<file path="src/hw/rtl/rau_pkg.sv">
// Package for the rational arithmetic unit: widths, operation and status codes.
// Used by every module of the block; depends on nothing.
package rau_pkg;
    localparam int OPERAND_WIDTH = 32;
    localparam int OP_W   = 2;
    localparam int STAT_W = 2;

    localparam logic [OP_W-1:0] OP_ADD = 2'd0;
    localparam logic [OP_W-1:0] OP_SUB = 2'd1;
    localparam logic [OP_W-1:0] OP_MUL = 2'd2;
    localparam logic [OP_W-1:0] OP_DIV = 2'd3;

    localparam logic [STAT_W-1:0] ST_OK   = 2'd0;
    localparam logic [STAT_W-1:0] ST_ZDEN = 2'd1;
    localparam logic [STAT_W-1:0] ST_DIV0 = 2'd2;
    localparam logic [STAT_W-1:0] ST_OVF  = 2'd3;

    // Shared unit command and status
    typedef struct packed {
        logic start;
    } t_alu_cmd;

    typedef struct packed {
        logic busy;
        logic done;
    } t_alu_stat;
endpackage

</file>
<file path="src/hw/rtl/rau_divider.sv">
// Shared restoring divider: one quotient bit per cycle; quotient and remainder.
// Depends on rau_pkg for the command and status structs.
module rau_divider #(
    parameter int W = 64
) (
    input  logic                i_clk,
    input  logic                i_rst_n,
    input  rau_pkg::t_alu_cmd   i_cmd,
    input  logic [W-1:0]        i_dividend,
    input  logic [W-1:0]        i_divisor,
    output rau_pkg::t_alu_stat  o_stat,
    output logic [W-1:0]        o_quot,
    output logic [W-1:0]        o_rem
);
    localparam int CW = $clog2(W + 1);

    logic [W-1:0]  r_q, r_r, r_d;
    logic [CW-1:0] r_cnt;
    logic          r_busy, r_done;
    logic [W:0]    trial;
    logic [W:0]    shifted;

    // Shift one dividend bit into the partial remainder and try a subtract
    assign shifted = {r_r, r_q[W-1]};
    assign trial   = shifted - {1'b0, r_d};

    always_ff @(posedge i_clk) begin
        if (!i_rst_n) begin
            r_busy <= 1'b0;
            r_done <= 1'b0;
            r_cnt  <= '0;
        end else begin
            r_done <= 1'b0;
            if (i_cmd.start) begin
                r_busy <= 1'b1;
                r_q    <= i_dividend;
                r_r    <= '0;
                r_d    <= i_divisor;
                r_cnt  <= CW'(W);
            end else if (r_busy) begin
                if (!trial[W]) begin
                    r_r <= trial[W-1:0];
                    r_q <= {r_q[W-2:0], 1'b1};
                end else begin
                    r_r <= shifted[W-1:0];
                    r_q <= {r_q[W-2:0], 1'b0};
                end
                r_cnt <= r_cnt - 1'b1;
                if (r_cnt == CW'(1)) begin
                    r_busy <= 1'b0;
                    r_done <= 1'b1;
                end
            end
        end
    end

    assign o_stat.busy = r_busy;
    assign o_stat.done = r_done;
    assign o_quot = r_q;
    assign o_rem  = r_r;
endmodule

</file>
<file path="src/hw/rtl/rational_arithmetic_unit.sv">
// Top level of the rational arithmetic unit: sequencer, multiplier and divider.
// Depends on rau_pkg and rau_divider.
//
//  channel  | ports                                   | handshake
//  request  | i_operation i_a_num i_a_den i_b_num ... | i_start & !o_busy
//  result   | o_res_num o_res_den o_status            | o_valid, one cycle
//
// Each pass through the shared divider on 2W-bit words runs a start cycle, the shift
// steps and a done cycle. A reduction runs one divider pass per gcd step, picks the
// gcd, then runs two divider passes to divide it out of numerator and denominator;
// a zero numerator skips the gcd. A request runs three reductions plus accept, load,
// the multiply steps, combine and done; a zero denominator or a division by zero goes from load straight to done.
// Reset is synchronous and clears the sequencer; the result strobe can't stall.
module rational_arithmetic_unit #(
    parameter int OPERAND_WIDTH = rau_pkg::OPERAND_WIDTH
) (
    input  logic                             i_clk,
    input  logic                             i_rst_n,
    input  logic                             i_start,
    output logic                             o_busy,
    input  logic [rau_pkg::OP_W-1:0]         i_operation,
    input  logic signed [31:0]               i_a_num,
    input  logic signed [31:0]               i_a_den,
    input  logic signed [31:0]               i_b_num,
    input  logic signed [31:0]               i_b_den,
    output logic                             o_valid,
    output logic signed [31:0]               o_res_num,
    output logic [30:0]                      o_res_den,
    output logic [rau_pkg::STAT_W-1:0]       o_status
);
    localparam int W  = OPERAND_WIDTH;
    localparam int DW = 2 * W;

    typedef enum logic [3:0] {
        S_IDLE, S_LOAD, S_GCD, S_GWAIT, S_DIVN, S_DNW, S_DIVD, S_DDW,
        S_NEXT, S_MUL, S_COMB, S_DONE
    } t_state;

    t_state r_state;
    logic [1:0] r_phase;          // 0: operand a, 1: operand b, 2: result
    logic [1:0] r_op;
    logic [W-1:0] r_an, r_ad, r_bn, r_bd;
    logic [DW-1:0] r_x, r_y, r_n, r_d, r_g;
    logic r_neg;
    logic [DW-1:0] r_ra_n, r_ra_d, r_rb_n, r_rb_d;
    logic r_ra_s, r_rb_s;
    logic [1:0] r_mstep;
    logic [DW-1:0] r_p;
    logic r_valid;
    logic [31:0] r_res_num;
    logic [30:0] r_res_den;
    logic [1:0] r_status;

    rau_pkg::t_alu_cmd  alu_cmd;
    rau_pkg::t_alu_stat alu_stat;
    logic [DW-1:0] alu_a, alu_b, alu_q, alu_r;

    rau_divider #(.W(DW)) u_div (
        .i_clk(i_clk), .i_rst_n(i_rst_n), .i_cmd(alu_cmd),
        .i_dividend(alu_a), .i_divisor(alu_b),
        .o_stat(alu_stat), .o_quot(alu_q), .o_rem(alu_r)
    );

    // Magnitude of a W-bit two's complement value
    function automatic logic [W-1:0] mag(input logic [W-1:0] v);
        mag = v[W-1] ? (~v + 1'b1) : v;
    endfunction

    // Multiplier operand select, one W x W product per cycle
    logic [W-1:0] m_a, m_b;
    always_comb begin
        m_a = r_ra_n[W-1:0];
        m_b = r_rb_d[W-1:0];
        case (r_mstep)
            2'd0: begin
                m_a = r_ra_n[W-1:0];
                m_b = (r_op == rau_pkg::OP_MUL) ? r_rb_n[W-1:0] : r_rb_d[W-1:0];
            end
            2'd1: begin
                m_a = (r_op == rau_pkg::OP_DIV) ? r_ra_d[W-1:0] : r_rb_n[W-1:0];
                m_b = (r_op == rau_pkg::OP_DIV) ? r_rb_n[W-1:0] : r_ra_d[W-1:0];
            end
            default: begin
                m_a = r_ra_d[W-1:0];
                m_b = r_rb_d[W-1:0];
            end
        endcase
    end

    logic [DW-1:0] half;
    assign half = DW'(1) << (W - 1);

    assign alu_cmd.start  = (r_state == S_GCD) || (r_state == S_DIVN)
                            || (r_state == S_DIVD);
    always_comb begin
        alu_a = r_x;
        alu_b = r_y;
        if (r_state == S_DIVN) begin
            alu_a = r_n;
            alu_b = r_g;
        end else if (r_state == S_DIVD) begin
            alu_a = r_d;
            alu_b = r_g;
        end
    end

    // Sequencer: load, reduce a, reduce b, multiply, combine, reduce result; errors skip to done
    always_ff @(posedge i_clk) begin
        if (!i_rst_n) begin
            r_state <= S_IDLE;
            r_valid <= 1'b0;
            r_phase <= '0;
            r_mstep <= '0;
        end else begin
            r_valid <= 1'b0;
            case (r_state)
                S_IDLE: if (i_start) begin
                    r_op <= i_operation;
                    r_an <= i_a_num[W-1:0]; r_ad <= i_a_den[W-1:0];
                    r_bn <= i_b_num[W-1:0]; r_bd <= i_b_den[W-1:0];
                    r_state <= S_LOAD;
                end
                S_LOAD: begin
                    if (r_ad == '0 || r_bd == '0) begin
                        r_status <= rau_pkg::ST_ZDEN;
                        r_state  <= S_DONE;
                    end else if (r_op == rau_pkg::OP_DIV && r_bn == '0) begin
                        r_status <= rau_pkg::ST_DIV0;
                        r_state  <= S_DONE;
                    end else begin
                        r_phase <= 2'd0;
                        r_n <= DW'(mag(r_an)); r_d <= DW'(mag(r_ad));
                        r_x <= DW'(mag(r_an)); r_y <= DW'(mag(r_ad));
                        r_neg <= r_an[W-1] ^ r_ad[W-1];
                        r_state <= S_NEXT;
                    end
                end
                S_NEXT: begin
                    // zero numerator reduces straight to 0/1
                    if (r_n == '0) begin
                        r_g <= DW'(1);
                        r_d <= DW'(1);
                        r_neg <= 1'b0;
                        r_state <= S_DIVN;
                    end else if (r_y == '0) begin
                        r_g <= r_x;
                        r_state <= S_DIVN;
                    end else begin
                        r_state <= S_GCD;
                    end
                end
                S_GCD: r_state <= S_GWAIT;
                S_GWAIT: if (alu_stat.done) begin
                    r_x <= r_y;
                    r_y <= alu_r;
                    r_state <= S_NEXT;
                end
                S_DIVN: r_state <= S_DNW;
                S_DNW: if (alu_stat.done) begin
                    r_n <= alu_q;
                    r_state <= S_DIVD;
                end
                S_DIVD: r_state <= S_DDW;
                S_DDW: if (alu_stat.done) begin
                    case (r_phase)
                        2'd0: begin
                            r_ra_n <= r_n; r_ra_d <= alu_q; r_ra_s <= r_neg;
                            r_phase <= 2'd1;
                            r_n <= DW'(mag(r_bn)); r_d <= DW'(mag(r_bd));
                            r_x <= DW'(mag(r_bn)); r_y <= DW'(mag(r_bd));
                            r_neg <= r_bn[W-1] ^ r_bd[W-1];
                            r_state <= S_NEXT;
                        end
                        2'd1: begin
                            r_rb_n <= r_n; r_rb_d <= alu_q; r_rb_s <= r_neg;
                            r_mstep <= 2'd0;
                            r_state <= S_MUL;
                        end
                        default: begin
                            if ((r_neg ? (r_n > half) : (r_n > half - 1'b1))
                                || alu_q > half - 1'b1) begin
                                r_status <= rau_pkg::ST_OVF;
                            end else begin
                                r_status  <= rau_pkg::ST_OK;
                                r_res_num <= 32'($signed(r_neg ? (~r_n[W-1:0] + 1'b1)
                                                                : r_n[W-1:0]));
                                r_res_den <= 31'(alu_q[W-2:0]);
                            end
                            r_state <= S_DONE;
                        end
                    endcase
                end
                S_MUL: begin
                    r_p <= DW'(m_a) * DW'(m_b);
                    r_mstep <= r_mstep + 1'b1;
                    case (r_mstep)
                        2'd0: ;
                        2'd1: r_x <= r_p;
                        2'd2: r_y <= r_p;
                        default: begin
                            r_d <= r_p;
                            r_state <= S_COMB;
                        end
                    endcase
                end
                S_COMB: begin
                    r_phase <= 2'd2;
                    if (r_op == rau_pkg::OP_ADD || r_op == rau_pkg::OP_SUB) begin
                        logic xs, ys;
                        xs = (r_x == '0) ? 1'b0 : r_ra_s;
                        ys = (r_y == '0) ? 1'b0
                             : ((r_op == rau_pkg::OP_SUB) ? !r_rb_s : r_rb_s);
                        if (xs == ys) begin
                            r_n <= r_x + r_y; r_x <= r_x + r_y; r_neg <= xs;
                        end else if (r_x >= r_y) begin
                            r_n <= r_x - r_y; r_x <= r_x - r_y; r_neg <= xs;
                        end else begin
                            r_n <= r_y - r_x; r_x <= r_y - r_x; r_neg <= ys;
                        end
                        r_y <= r_d;
                    end else begin
                        r_n <= r_x; r_neg <= r_ra_s ^ r_rb_s;
                        if (r_op == rau_pkg::OP_DIV) r_d <= r_y;
                        r_y <= (r_op == rau_pkg::OP_DIV) ? r_y : r_d;
                    end
                    r_state <= S_NEXT;
                end
                S_DONE: begin
                    if (r_status != rau_pkg::ST_OK) begin
                        r_res_num <= '0;
                        r_res_den <= 31'd1;
                    end
                    r_valid <= 1'b1;
                    r_state <= S_IDLE;
                end
                default: r_state <= S_IDLE;
            endcase
        end
    end

    assign o_busy    = (r_state != S_IDLE);
    assign o_valid   = r_valid;
    assign o_res_num = r_res_num;
    assign o_res_den = r_res_den;
    assign o_status  = r_status;

    a_valid_idle: assert property (@(posedge i_clk) disable iff (!i_rst_n)
        o_valid |-> !o_busy) else $error("result strobe while busy");
    a_ok_den: assert property (@(posedge i_clk) disable iff (!i_rst_n)
        (o_valid && o_status != rau_pkg::ST_OK) |-> (o_res_den == 31'd1 && o_res_num == 0))
        else $error("error result not 0/1");
    a_den_nz: assert property (@(posedge i_clk) disable iff (!i_rst_n)
        o_valid |-> (o_res_den != '0)) else $error("zero result denominator");
    a_div_free: assert property (@(posedge i_clk) disable iff (!i_rst_n)
        alu_cmd.start |-> !alu_stat.busy) else $error("divider started while busy");
endmodule
</file>
<file path="config.mk">
export PLATFORM = sky130hd
export DESIGN_NAME = rational_arithmetic_unit
export DESIGN_NICKNAME = d
export VERILOG_FILES = /design/src/hw/rtl/rau_pkg.sv /design/src/hw/rtl/rau_divider.sv /design/src/hw/rtl/rational_arithmetic_unit.sv
export SDC_FILE = /design/constraint.sdc
export NUM_CORES = 2
export LEC_CHECK = 0
export BUFFER_PORTS_ARGS = -buffer_cell sky130_fd_sc_hd__buf_2
export CAP_MARGIN = 5
export CORE_MARGIN = 3
export CORE_UTILIZATION = 25
export CTS_CLUSTER_DIAMETER = 100
export DETAILED_ROUTE_END_ITERATION = 16
export PLACE_DENSITY = 0.43
export SYNTH_ARGS = -nofsm -noshare
export SYNTH_HDL_FRONTEND = slang
export SYNTH_SLANG_ARGS = --single-unit
</file>
<file path="constraint.sdc">
create_clock -name i_clk -period 9.5 [get_ports i_clk]
set_clock_uncertainty 0.15 [all_clocks]
set_input_delay 0.475 -clock i_clk [delete_from_list [all_inputs] [get_ports i_clk]]
set_output_delay 0.475 -clock i_clk [all_outputs]
set_load 0.01 [all_outputs]
</file>
# Yosys cells after proc, flatten, opt, wreduce, memory -nomap -nowiden
# Cells that the tools add are included.
[word_totals] ff_bits=920 latch_bits=0 mem_bits_rw=0 mem_bits_ro=0 inputBits=133 out_inout_bits=67 elab_cells=242 mem_count=0
[op_classes] add_sub_neg=11 multipliers=1 n_div=0 n_lt_le_gt_ge=4 n_eq_ne=35 shift=0 mux=99 bitwise_logic=10 reduce_logical=50
[op_table] cell="$mux 64" n=29
[op_table] cell="$pmux 64 s5" n=3
[op_table] cell="$mux 32" n=12
[op_table] cell="$pmux 64 s4" n=1
[op_table] cell="$logic_not 64->1" n=3
[op_table] cell="$pmux 32 s2" n=3
[op_table] cell="$add 32x1->32 const B" n=5
[op_table] cell="$not 32->32" n=5
[op_table] cell="$gt 64x31->1 const B" n=2
[op_table] cell="$sub 64x64->64" n=2
[op_table] cell="$mux 31" n=4
[op_table] cell="$logic_not 32->1" n=3
[op_table] cell="$sub 65x64->65" n=1
[op_table] cell="$add 64x64->64" n=1
[op_table] cell="$ge 64x64->1" n=1
[op_table] cell="$gt 64x32->1 const B" n=1
[op_table] cell="$mul 32x32->64" n=1
[op_table] cell="$pmux 31 s2" n=1
[op_table] cell="$pmux 4 s11" n=1
[op_table] cell="$mux 2" n=13
[op_table] cell="$ne 2x2->1 const B" n=12
[op_table] cell="$reduce_and 8->1" n=3
[op_table] cell="$mux 4" n=5
[op_table] cell="$mux 1" n=18
[op_table] cell="36 further kinds" n=80

# Logic depth before layout (Yosys ltp)
[depth] word_depth=7 mapped_depth=41

# Hierarchy
# Synthesis repeated with hierarchy kept, for this count alone.
[hier_totals] cells_unflattened=9617 hier_area_um2=89902.5
[by_module_without_submodules] module="rational_arithmetic_unit" instances=1 cells_each=8535 area_each_um2=77931.0 seq_area_each_um2=21500.6
[by_module_without_submodules] module="rau_divider" instances=1 cells_each=1082 area_each_um2=11971.5 seq_area_each_um2=5945.7

# Worst setup path after synthesis
# OpenSTA, ideal clock, no wires.
[synth_path] kind="reg2reg" startpoint="register r_n[12]" endpoint="register r_g[0], enable pin" setup_ps=667 arrival_time_ps=9545 slack_ps=-861 path_stages_with_launch=10 n_path_buf=0 path_cell_list="edfxtp_1 -> or4_1 -> or4_1 -> or2_1 -> or4_1 -> nor2_1 -> nand2_1 -> nor3_2 -> a21oi_1 -> nor4b_1"
[synth_between] elab_chain_len=3
[synth_lines] item="start: declaration" line="rational_arithmetic_unit.sv:43" text="logic [DW-1:0] r_x, r_y, r_n, r_d, r_g;"
[synth_lines] item="start signal: assignment" line="rational_arithmetic_unit.sv:132" text="r_n <= DW'(mag(r_an)); r_d <= DW'(mag(r_ad));"
[synth_lines] item="start signal: assignment" line="rational_arithmetic_unit.sv:160" text="r_n <= alu_q;"
[synth_lines] item="start signal: assignment" line="rational_arithmetic_unit.sv:169" text="r_n <= DW'(mag(r_bn)); r_d <= DW'(mag(r_bd));"
[synth_lines] item="$logic_not 64->1" line="rational_arithmetic_unit.sv:140" text="if (r_n == '0) begin"
[synth_lines] item="$reduce_bool 2->1 (no line)"
[synth_lines] item="$reduce_and 3->1 (no line)"
[synth_lines] item="end signal: assignment" line="rational_arithmetic_unit.sv:146" text="r_g <= r_x;"
[synth_lines] item="end: declaration" line="rational_arithmetic_unit.sv:43"
# No other way between the ends.
# A chain may end at the register's enable or synchronous reset.

# Final worst setup path
[layout_path] startpoint="register r_mstep[0]" endpoint="register r_p[62], data pin"
[layout_between] elab_chain_len=3
[layout_lines] item="start: declaration" line="rational_arithmetic_unit.sv:47" text="logic [1:0] r_mstep;"
[layout_lines] item="start signal: assignment" line="rational_arithmetic_unit.sv:195" text="r_mstep <= r_mstep + 1'b1;"
[layout_lines] item="$eq 2x1->1 or $logic_not 2->1 (tied branches)" line="rational_arithmetic_unit.sv:74" text="case (r_mstep)"
[layout_lines] item="$pmux 32 s2" line="rational_arithmetic_unit.sv:74"
[layout_lines] item="$mul 32x32->64 *" line="rational_arithmetic_unit.sv:194" text="r_p <= DW'(m_a) * DW'(m_b);"
[layout_lines] item="end signal: assignment" line="rational_arithmetic_unit.sv:194"
[layout_lines] item="end: declaration" line="rational_arithmetic_unit.sv:48" text="logic [DW-1:0] r_p;"
# Every way passes the cells marked *; elsewhere a longest branch is shown, timed or not.

==> flow_summary.ini <==
[setup_path]
cp_top_family = adder cells
cpMaxStageDelayCell = fa_1
path_class = reg2reg
path_common_cell = fa_1
crit_path_start_kind = register
critical_path_peak_fanout = 14
crit_required_ps = 9940
crit_buf_inv = 12
crit_arrival_ps = 9740
crit_path_max_incr_delay_ps = 600
end_kind = register

[timing]
setup_violations = 0
slew_headroom_pct = 13.12
fin_crit_sh_pct = 97.83
hold_viol_final = 0
rsz0062_at_grt = true
tightest_slew_ps = 1291
period_needed_ps = 9294
drv_slew = 0
fmax_mhz = 107.6

[clocking]
cts.clk_slew.worst_paths_ps = 70
root_buffer = clkbuf_16
ctsLongestPathBuffers = 4
htree_num_levels = 3
clkLatencyLatePin_ps = 900
cts.sinks = 920
numCtsBuffers = 118
cts_tree = done

[place]
gp_congestion = 0.9663
port_buffers = 199
dp_hpwl_um = 351000

[drt]
drtAntennaViolNets = 0
drtIter0Drc = 7245
avgViaCountPerCell = 5.089
route.detailed.drc = 0
wl_per_cell_um = 28.42
drt_wl_total_um = 430300
drt_pre_antenna_iters = 6
num_vias = 77060

[finish]
fin_util_pct = 30.15
drive_gt1_share_pct = 12.52
nets = 11870
syn2layout_area_growth_pct = 19.47

[job]
max_cap_viol_count = 0

[synthesis]
synthTopCellsByCount = 1322 x nand2_1, 1158 x inv_1, 1007 x nor2_1
syn-cell-area_sq_mm = 0.08943
ys_warn_count = 0
async_flop_share_pct = 0
synth_top_area_share_pct = 30.29
synth.area.top_cells = edfxtp_1 30%, fa_1 20%, ha_1 7.4%, nand2_1 5.5%, inv_1 4.9%
seq_area_frac_synth_pct = 30.69
yosys_register_bits = 920
synthFlopType = edfxtp_1
synth_top_area_cell = edfxtp_1
postSynthAreaPerCell_sq_um = 9.163
synth_nets = 11320
netlist_instances = 9760
synth.distinct_cells = 91
yosysMostFrequentCell = nand2_1
synth_edf_count = 902

[global_routing]
grt_pass1_wl_um = 604700
grt_max_degree = 156
grt_pass1_vias = 78640
track_usage_pct = 23.04
antenna_found_initial = 34
overflow = 0

[floorplan]
std_cell_rows = 218
io_pins = 200
core_area_sq_mm = 0.3543
chipWidth_um = 604.1
die_h_um = 604.1
initial_core_util_pct = 25.24
fp.dieArea_sq_mm = 0.3649

[hold_path]
hold_path_class = in2reg

[status]
run_status = finished, final reports clean
## final cells by class
type                    count  area [sq um]
repair buffers            977          8497
clock buffers             138          3058
well taps                4730          5918
diodes                     10         25.02
fillers                 37280        247500
multi-input cells        7126         56730
inverters                1165          4375
clock inverters            77         779.5
flip-flops and latches    920         27450
## worst paths after layout
kind / cells after the start / slack [ps] / end / start
max: 37 / 210 / r_p[62] / r_mstep[0]
min: 3 / 120 / r_bd[30] / i_start
max reg2reg: 37 / 210 / r_p[62] / r_mstep[0]
min reg2reg: 2 / 350 / u_div.r_cnt[1] / u_div.r_cnt[1]
## cells by family (layout without fill, tap and decap cells)
family                     Yosys count  count (layout)  synth area share [%]
muxes                              116             116                 1.301
other                                0              10                     0
and+or+nand+nor                   3077            3078                 14.92
DFF                                920             920                 30.69
xor gates and xnor gates           335             335                 3.281
buffers and inverters             1715            2357                 7.211
adders and majority gates         1429            1429                 27.55
AOI/OAI and AO/OA                 2168            2168                 15.04
## flip-flops by register name, indices dropped and copies added, names as in the netlist, 32 cells and up
signal / flops
r_d: 64
r_g: 64
r_n: 64
r_p: 64
r_x: 64
r_y: 64
u_div.o_quot: 64
u_div.o_rem: 64
u_div.r_d: 64
o_res_num: 32
r_ad: 32
r_an: 32
r_bd: 32
r_bn: 32
r_ra_d: 32
r_ra_n: 32
r_rb_d: 32
r_rb_n: 32
## routing by layer
metal / vias up / global-route usage (%) / wire length, um / part of all wire [%]
met5: - / 0 / 68 / 0.016
met3: 639 / 3.084 / 25450 / 5.9
met2: 2850 / 37.38 / 198100 / 46
met4: 12 / 12.91 / 28940 / 6.7
li1: 34130 / - / - / -
met1: 39430 / 29.53 / 177800 / 41
## worst register-to-register path: cells and delay by family, from the launching register on
| family | cells | cell delay (ps) |
|---|---|---|
| DFF | 1 | 330 |
| xor gates and xnor gates | 1 | 110 |
| adders and majority gates | 10 | 4400 |
| AOI/OAI and AO/OA | 8 | 1180 |
| buffers and inverters | 12 | 1600 |
| and+or+nand+nor | 6 | 1230 |
## per-stage QoR
stage	cell area [sq um]	hold slack [ps]	TNS [ps]	cells	setup WS, ps
after floorplan	89440	295.0	0	9760	6.561
after global placement	100400	330.9	-4389	14750	-528.7
after detailed placement	100400	348.0	-4133	14750	-581.3
after CTS	105900	75.04	0	15100	9.508
after global routing	106800	132.6	-239.9	15130	-62.29
final	106800	121.2	0	15140	206.1
## repair_timing
item,4_1_cts,5_1_grt
endpoints found under the hold margin,139,0
setup endpoints to repair,21,20
pin swaps,21,96
buffers inserted,10,32
gates cloned,1,3
hold buffers,131,0
resized for setup,42,159
## layout by cell type, fill, tap and decap left out, types with 76 or more instances in the layout
cell	n
a21o_1	156
a21oi_1	642
and2_1	83
buf_12	98
buf_2	199
buf_4	529
clkbuf_16	119
dlygate4sd3_1	131
edfxtp_1	902
fa_1	874
ha_1	514
inv_1	1151
mux2i_1	114
nand2_1	1318
nand3_1	103
nand4_1	87
nor2_1	988
nor4_1	90
o21ai_0	492
o21ai_1	76
o21bai_1	76
xnor2_1	199
xor2_1	115
Power is not shown: default switching activity piles up to over one toggle a cycle in this logic, so the estimate is an artifact.
